**src/rtl/sep_pkg.sv**
```systemverilog
`default_nettype none

package sep_pkg;

    // Threshold register
    localparam int THRESH_W = 7;
    localparam logic [THRESH_W-1:0] THRESH_RESET = 7'd11;

    // Result queue: must take two results per item and still sustain one item a cycle while the output is free
    localparam int QUEUE_DEPTH = 4;
    localparam int CNT_W       = $clog2(QUEUE_DEPTH + 1);
    localparam int IDX_W       = $clog2(QUEUE_DEPTH);
    // Input stage may advance while the queue holds at most this many items
    localparam logic [CNT_W-1:0] ADVANCE_MAX = CNT_W'(QUEUE_DEPTH - 2);

    localparam logic [3:0] NIB_MASK = 4'hF;

    typedef struct packed {
        logic [7:0] upper_byte;
        logic [7:0] centre_byte;
        logic [7:0] lower_byte;
        logic       row_end;
    } t_in_item;

    typedef struct packed {
        logic [7:0] packed_result;
        logic       row_last;
    } t_out_item;

    // Three nibbles of one image column: [11:8] upper, [7:4] centre, [3:0] lower
    typedef logic [11:0] t_nib3;

    function automatic logic signed [8:0] ext9(input logic [3:0] x);
        ext9 = signed'({5'b0, x});
    endfunction

    // Gx+Gy of one 3x3 window, thresholded, low four bits kept
    function automatic logic [3:0] sobel_nibble(input t_nib3 l, input t_nib3 m,
                                                input t_nib3 r,
                                                input logic [THRESH_W-1:0] thr);
        logic signed [8:0] gx;
        logic signed [8:0] gy;
        logic signed [8:0] sum;
        gx = ext9(r[11:8]) - ext9(l[11:8])
           + (ext9(r[7:4]) <<< 1) - (ext9(l[7:4]) <<< 1)
           + ext9(r[3:0]) - ext9(l[3:0]);
        gy = ext9(l[3:0]) + (ext9(m[3:0]) <<< 1) + ext9(r[3:0])
           - ext9(l[11:8]) - (ext9(m[11:8]) <<< 1) - ext9(r[11:8]);
        sum = gx + gy;
        if (sum < signed'({2'b0, thr})) begin
            sum = '0;
        end
        sobel_nibble = sum[3:0] & NIB_MASK;
    endfunction

    function automatic t_nib3 high_nibbles(input logic [23:0] col);
        high_nibbles = {col[23:20], col[15:12], col[7:4]};
    endfunction

    function automatic t_nib3 low_nibbles(input logic [23:0] col);
        low_nibbles = {col[19:16], col[11:8], col[3:0]};
    endfunction

    // Output byte of a column: even pixel in the high nibble, odd pixel in the low
    function automatic logic [7:0] column_byte(input logic [23:0] col,
                                               input t_nib3 left_low,
                                               input logic [23:0] right_col,
                                               input logic [THRESH_W-1:0] thr);
        t_nib3 hi;
        t_nib3 lo;
        hi = high_nibbles(col);
        lo = low_nibbles(col);
        column_byte = {sobel_nibble(left_low, hi, lo, thr),
                       sobel_nibble(hi, lo, high_nibbles(right_col), thr)};
    endfunction

endpackage

`default_nettype wire

```
**src/rtl/sobel_edge_packed_nibble.sv**
```systemverilog
`default_nettype none

// Channel | Direction | Handshake               | Payload
// in      | input     | i_in_valid / o_in_stall   | i_in_data  (t_in_item)
// out     | output    | o_out_valid / i_out_stall | o_out_data (t_out_item)
// cfg     | input     | i_cfg_valid / o_cfg_ready | i_cfg_data (edge threshold)
//
// One column item per clock sustained while the output is free; results leave through the
// input register and then the queue once the item that releases them is taken.
// A row's first column gives no result unless it ends the row; a row_end column after
// a pending one gives two. The queue absorbs that burst, so a free output never stalls.
// Reset is synchronous, active low; it empties the pipeline and the queue and sets the
// threshold to 11. Input stalls only while the input register is full and the queue holds 3+.
module sobel_edge_packed_nibble (
    input  wire                       i_clk,
    input  wire                       i_rst_n,
    input  wire                       i_in_valid,
    output logic                      o_in_stall,
    input  sep_pkg::t_in_item         i_in_data,
    output logic                      o_out_valid,
    input  wire                       i_out_stall,
    output sep_pkg::t_out_item        o_out_data,
    input  wire                       i_cfg_valid,
    output logic                      o_cfg_ready,
    input  wire [sep_pkg::THRESH_W-1:0] i_cfg_data
);
    import sep_pkg::*;

    logic [THRESH_W-1:0] r_thresh;

    logic      r_in_valid, n_in_valid;
    t_in_item  r_in;

    logic [23:0] r_pend_col;
    logic        r_pend_valid, n_pend_valid;
    t_nib3       r_left_low, n_left_low;

    t_out_item        r_q [QUEUE_DEPTH];
    t_out_item        n_q [QUEUE_DEPTH];
    logic [CNT_W-1:0] r_cnt, n_cnt;

    logic        in_acc, advance, pop;
    logic [23:0] col;
    t_nib3       left_for_last;
    t_out_item   res_pend, res_last, push0, push1;
    logic [1:0]  n_push;
    logic [CNT_W-1:0] base;

    // Configuration register
    assign o_cfg_ready = 1'b1;

    always_ff @(posedge i_clk) begin
        if (!i_rst_n) begin
            r_thresh <= THRESH_RESET;
        end else if (i_cfg_valid && o_cfg_ready) begin
            r_thresh <= i_cfg_data;
        end
    end

    // Input register handshake
    assign advance    = (r_cnt <= ADVANCE_MAX);
    assign o_in_stall = r_in_valid && !advance;
    assign in_acc     = i_in_valid && !o_in_stall;

    always_comb begin
        n_in_valid = r_in_valid;
        if (in_acc) begin
            n_in_valid = 1'b1;
        end else if (advance) begin
            n_in_valid = 1'b0;
        end
    end

    always_ff @(posedge i_clk) begin
        if (!i_rst_n) begin
            r_in_valid <= 1'b0;
        end else begin
            r_in_valid <= n_in_valid;
        end
        if (in_acc) begin
            r_in <= i_in_data;
        end
    end

    // Sobel results for the pending column and for a row_end column
    assign col           = {r_in.upper_byte, r_in.centre_byte, r_in.lower_byte};
    assign left_for_last = r_pend_valid ? low_nibbles(r_pend_col) : r_left_low;

    always_comb begin
        res_pend.packed_result = column_byte(r_pend_col, r_left_low, col, r_thresh);
        res_pend.row_last      = 1'b0;
        res_last.packed_result = column_byte(col, left_for_last, 24'd0, r_thresh);
        res_last.row_last      = 1'b1;
    end

    // Order the pushes: pending column first, then the row_end column
    always_comb begin
        push0  = res_last;
        push1  = res_last;
        n_push = 2'd0;
        if (r_in_valid && advance) begin
            n_push = {1'b0, r_pend_valid} + {1'b0, r_in.row_end};
            if (r_pend_valid) begin
                push0 = res_pend;
            end
        end
    end

    // Column state update
    always_comb begin
        n_pend_valid = r_pend_valid;
        n_left_low   = r_left_low;
        if (r_in_valid && advance) begin
            if (r_in.row_end) begin
                n_pend_valid = 1'b0;
                n_left_low   = '0;
            end else begin
                n_pend_valid = 1'b1;
                if (r_pend_valid) begin
                    n_left_low = low_nibbles(r_pend_col);
                end
            end
        end
    end

    always_ff @(posedge i_clk) begin
        if (!i_rst_n) begin
            r_pend_valid <= 1'b0;
            r_left_low   <= '0;
        end else begin
            r_pend_valid <= n_pend_valid;
            r_left_low   <= n_left_low;
        end
        if (r_in_valid && advance && !r_in.row_end) begin
            r_pend_col <= col;
        end
    end

    // Result queue: shift register, head at slot 0
    assign o_out_valid = (r_cnt != '0);
    assign o_out_data  = r_q[0];
    assign pop         = o_out_valid && !i_out_stall;
    assign base        = r_cnt - CNT_W'(pop);

    always_comb begin
        for (int i = 0; i < QUEUE_DEPTH; i++) begin
            if (pop && i < QUEUE_DEPTH - 1) begin
                n_q[i] = r_q[i + 1];
            end else begin
                n_q[i] = r_q[i];
            end
        end
        if (n_push != 2'd0) begin
            n_q[base[IDX_W-1:0]] = push0;
        end
        if (n_push == 2'd2) begin
            n_q[base[IDX_W-1:0] + IDX_W'(1)] = push1;
        end
        n_cnt = base + CNT_W'(n_push);
    end

    always_ff @(posedge i_clk) begin
        if (!i_rst_n) begin
            r_cnt <= '0;
        end else begin
            r_cnt <= n_cnt;
        end
        for (int i = 0; i < QUEUE_DEPTH; i++) begin
            r_q[i] <= n_q[i];
        end
    end

endmodule

`default_nettype wire

```
**config.mk**
```make
export PLATFORM = sky130hd
export DESIGN_NAME = sobel_edge_packed_nibble
export DESIGN_NICKNAME = d
export VERILOG_FILES = /design/src/rtl/sep_pkg.sv /design/src/rtl/sobel_edge_packed_nibble.sv
export SDC_FILE = /design/constraint.sdc
export NUM_CORES = 1
export LEC_CHECK = 0
export BUFFER_PORTS_ARGS = -buffer_cell sky130_fd_sc_hd__buf_2
export CORE_AREA = 3 3 187 207
export CTS_CLUSTER_DIAMETER = 60
export DETAILED_ROUTE_END_ITERATION = 10
export DIE_AREA = 0 0 190 210
export GPL_TIMING_DRIVEN = 0
export PLACE_DENSITY = 0.4
export SLEW_MARGIN = 40
export SYNTH_ARGS = -nofsm -noshare
export SYNTH_HDL_FRONTEND = slang
export SYNTH_SLANG_ARGS = --single-unit
```
**constraint.sdc**
```tcl
create_clock -name i_clk -period 7.9 [get_ports i_clk]
set_input_delay 0.395 -clock i_clk [delete_from_list [all_inputs] [get_ports i_clk]]
set_output_delay 0.395 -clock i_clk [all_outputs]
set_load 0.01 [all_outputs]
```
# Yosys cells after proc, flatten, opt, wreduce, memory -nomap -nowiden
# Memory sizes are Yosys's and may differ from the RTL's.
# Index checks and enable logic that the tools add are counted.
# classes
n_mux	23
n_addsub	44
order_cmp	9
n_bitwise	2
n_eq_ne	1
reduce_logical	14
# ops
operator	n
$bwmux 36	2
$mux 36	2
$mux 9	7
$sub 9x5->9	6
$demux 9 s2	2
$lt 9x8->1	4
$sub 7x6->8	4
$add 8x5->9	3
$add 9x9->9	3
$sub 8x6->9	3
$add 4x5->6	4
$mux 12	2
$sub 7x4->8	3
$add 5x6->7	3
$add 6x4->7	3
$mux 4	4
$sub 4x4->5	3
$add 8x8->9	1
$sub 7x5->8	1
$logic_and 1x1->1	7
$sub 5x6->7	1
$sub 6x4->7	1
$ge 3x3->1 const B	2
$lt 3x1->1 const B	2
13 further kinds	20
# word_totals
elab_cells	104
n_memories	1
in_bits	37
ff_bits	73
output_inout_bits	12
mem_bits_rw	36
# memory_table
memory	depth	word_bits	read_ports	rd_ports_with_merged_regs	wr	line	text
r_q	4	9	4	0	4	sobel_edge_packed_nibble.sv:38	t_out_item r_q [QUEUE_DEPTH];

# Depth between registers and ports, before layout
# depth
depth_word	15
depth_mapped	28
depth_no_buf	28

# Worst setup path before layout
# Ideal clock, no wire load.
# synth_timing
path_kind	register to register
start	reg r_pend_valid
end	mem r_q[0][5] in the netlist's numbering
period_less_slack_ns	6.712
arrival_time_ns	6.590
setup_ns	0.122
n_path_buf	2
path_stages_with_launch	27
t_required_ns	7.778
setup_slack_ns	1.188
cell_sequence	dfxtp_1 > clkbuf_1 > clkbuf_1 > mux2_2 > ha_1 > fa_1 > inv_1 > ha_1 > fa_1 > a21o_1 > a21oi_1 > xor2_1 > ha_1 > ha_1 > fa_1 > fa_1 > inv_1 > ha_1 > o21ai_0 > nor2_1 > nor2_1 > xnor2_1 > ha_1 > a21oi_1 > a311oi_1 > and2_1 > a221o_1
# synth_rtl
element	line	text
start, declared	sobel_edge_packed_nibble.sv:35	logic r_pend_valid, n_pend_valid;
start signal, assigned	sobel_edge_packed_nibble.sv:131	r_pend_valid <= n_pend_valid;
end, declared	sobel_edge_packed_nibble.sv:38	

==> results.md <==
* Clock Path Buffers at 2
* RSZ-0062 raised after global routing: no
* Most common cell on crit path: ha_1
* Crit Path Class: register to register
* Worst rel slew slack at 46.43%
* First-pass GRT wire length at 47.89 mm
* GR Overflow Total at 0
* Seq/Total Area, Yosys at 24.43%
* Mapped cell area at 10,940 um^2
* Antenna fix cells at 0
* HPWL reported at the end of detailed placement at 25.58 mm
* Via count at 7,680
* Hold-fix buffers, CTS at 0
* Placer Congestion at 0.8104
* Total die area at 39,900 um^2
* Overall Global Routing Usage at 15.94%
* Post-DP Area at 11,840 um^2
* Fin crit period at 7.366 ns
* Post-synthesis cell count at 1,133
* Clock sinks at 109
* Total detailed-routing wirelength at 30.40 mm
* DRC viols at 0
* Most used DFF post-synth: dfxtp_1
* Area grow syn2layout at 11.34%
* Finished Core Util at 32.96%
* DR vias/cell at 4.534
* Largest cells by area after synthesis: fa_1 (22%), ha_1 (16%), edfxtp_1 (13%)
* Synth cell types at 61
* Core ar. at 36,940 um^2
* Number of global-route vias before repair at 8,042
* IO Count at 49
* Pin slew with the least headroom to its limit at 0.8006 ns
* Hold WS at 0.1762 ns
* # setup viols final at 0
* CTS tree: built
* Sequential cell area at 2673 um^2
* DR WL/cell at 17.94 um
* Initial core utilization at 29.61%
* CP peak stage delay at 0.57 ns
* Die Ht at 210 um
* Clock skew at 0.01901 ns
* Synth area leader: fa_1
* Site Rows at 74
* Number of buffers created by CTS at 9
* Fin worst setup slack at 0.5345 ns
* Type of the tightest min-delay check: primary input to register
* Critical Path Start: r_pend_valid
* Post-route clock period utilization at 93.23%
* Hold_sp: i_in_data[18]
* Final Hold Viols at 0
* Fin. max-slew vios at 0
* Top cells by count, synth: inv_1 (239), ha_1 (144), fa_1 (118)
* Top-area cell type share of the netlist area at 21.60%
* Final Cell Area at 12,180 um^2
* Crit. End Element: register
* Placement Setup Slack at -0.1287 ns
* Data arrival, critical path at 7.70 ns
* Count leader, synth: inv_1
* Clk_lat worst skew at 0.40 ns
* DRT antenna net count at 0
* Mapped Nets at 1,432
* Layout cell share with drive strength beyond 1 at 7.333%
* EDFF count, synth at 49
* DRT Pass-1 Iters at 5
* Run status: completed
* # port buffers at 46
* Fillers at 3,919
* Timing-limited maximum frequency at 135.8 MHz
* Die W at 190 um
* Clock-pin slew on the worst setup and hold paths at 0.10 ns
* Critical-path top delay cell: fa_1
* H-tree levels at 3
* Critical path's top delay family: adder cells
* Async S/R FF share, synth at 0%
* Data required, critical path at 8.24 ns
* Crit start category: register
* Yosys warns at 0
* Max-cap violations at 0
* Nets at 1,494
* Reg-to-Reg Start: r_pend_valid
* #FFs+latches synth at 109
* Largest net degree at the start of global routing at 22
* Starting DRT DRC Count at 342
* Buf+Inv Stages, Crit Path at 4
* Syn Area/Cell at 9.654 um^2
* Footprint of the multi-input gates at 7306 um^2
* Root Buffer: clkbuf_16
* Worst Path Max Fanout at 10
* Initial antenna violation count at 0
[registers in the layout (all words and copies together) (netlist names)]
signal,count
r_q,36
r_cnt,3
r_pend_valid,1
r_left_low,12
r_in,1
r_in_valid,1
r_thresh,7
col,24
r_pend_col,24
[kinds of logic after synthesis]
family,synth area share [%]
adder cells (fa/ha/maj),38.07
other,0.03428
buffers and inverters,8.991
flip-flops,24.43
XOR/XNOR,4.313
AND/OR/NAND/NOR,9.643
AO/OA/AOI/OAI,12.93
multiplexers,1.590
[final cells by class]
class / count / area share [%]
flip-flops and latches: 109 / 21.95
clock buffers: 9 / 1.849
well taps: 494 / 5.076
clock inverters: 7 / 0.6165
repair buffers: 51 / 2.425
inverters: 240 / 7.398
plain buffers: 21 / 0.6987
multi-input cells: 763 / 59.99
[worst register-to-register path, stage by stage, from the launching register on]
cell      delay (ns)
dfxtp_1         0.37
clkbuf_2        0.34
clkbuf_2        0.34
mux2_2          0.40
ha_1            0.20
fa_1            0.48
inv_1           0.04
ha_1            0.23
fa_1            0.42
a21o_1          0.20
a21oi_1         0.23
xor2_1          0.20
ha_1            0.26
ha_1            0.30
fa_1            0.51
fa_1            0.57
inv_1           0.05
ha_1            0.34
o21ai_0         0.15
nor2_1          0.13
nor2_1          0.06
xnor2_1         0.13
ha_1            0.30
nand4_1         0.11
a311oi_2        0.40
o211a_1         0.36
a221o_1         0.19
[per-layer routing]
metal / global-route usage, % / routed length [um] / vias up
li1: - / - / 3855
met1: 21.66 / 14560 / 3675
met2: 26.85 / 14460 / 119
met3: 1.946 / 762 / 31
met4: 4.513 / 619 / 0
met5: 0 / 0 / -
[what timing repair did]
action | CTS | global route
endpoints found under the setup margin | 16 | 16
resized for setup | 1 | 3
gates cloned | 0 | 0
buffers inserted | 0 | 3
[stage by stage]
stage	setup TNS [ns]	cells
2_1_floorplan	0	1133
3_3_place_gp	-1.180	1673
3_5_place_dp	-1.741	1675
4_1_cts	0	1691
5_1_grt	0	1694
6_report	0	1694
[worst paths after layout]
kind	endpoint	slack, ns	depth (start not counted)
worst max-delay path	r_q[2][7]	0.53	26
worst min-delay path	col[17]	0.18	1
worst max register to register	r_q[2][7]	0.53	26
worst min register to register	r_q[3][0]	0.45	2
[placed cells by master, fill, tap and decap left out, drive strengths merged, types with 4 or more instances in the layout]
cell type,synthesis,final
inv,240,244
ha,144,144
fa,118,118
nand2,105,105
dfxtp,60,60
buf,4,55
a21oi,52,52
edfxtp,49,49
nor2,40,40
xnor2,38,38
a21o,37,37
o21ai,34,34
clkbuf,17,26
nor2b,19,19
xor2,15,15
mux2i,14,14
o221ai,14,14
nor3,12,12
nand3,11,11
and2,11,11
a221o,9,9
a211oi,7,7
nand3b,7,7
nand2b,6,6
o21a,6,6
a21boi,6,6
o211ai,6,6
o21bai,4,4
and3,4,4
o211a,4,4
o22ai,4,4
Power is not shown: default switching activity piles up to over one toggle a cycle in this logic, so the estimate is an artifact.
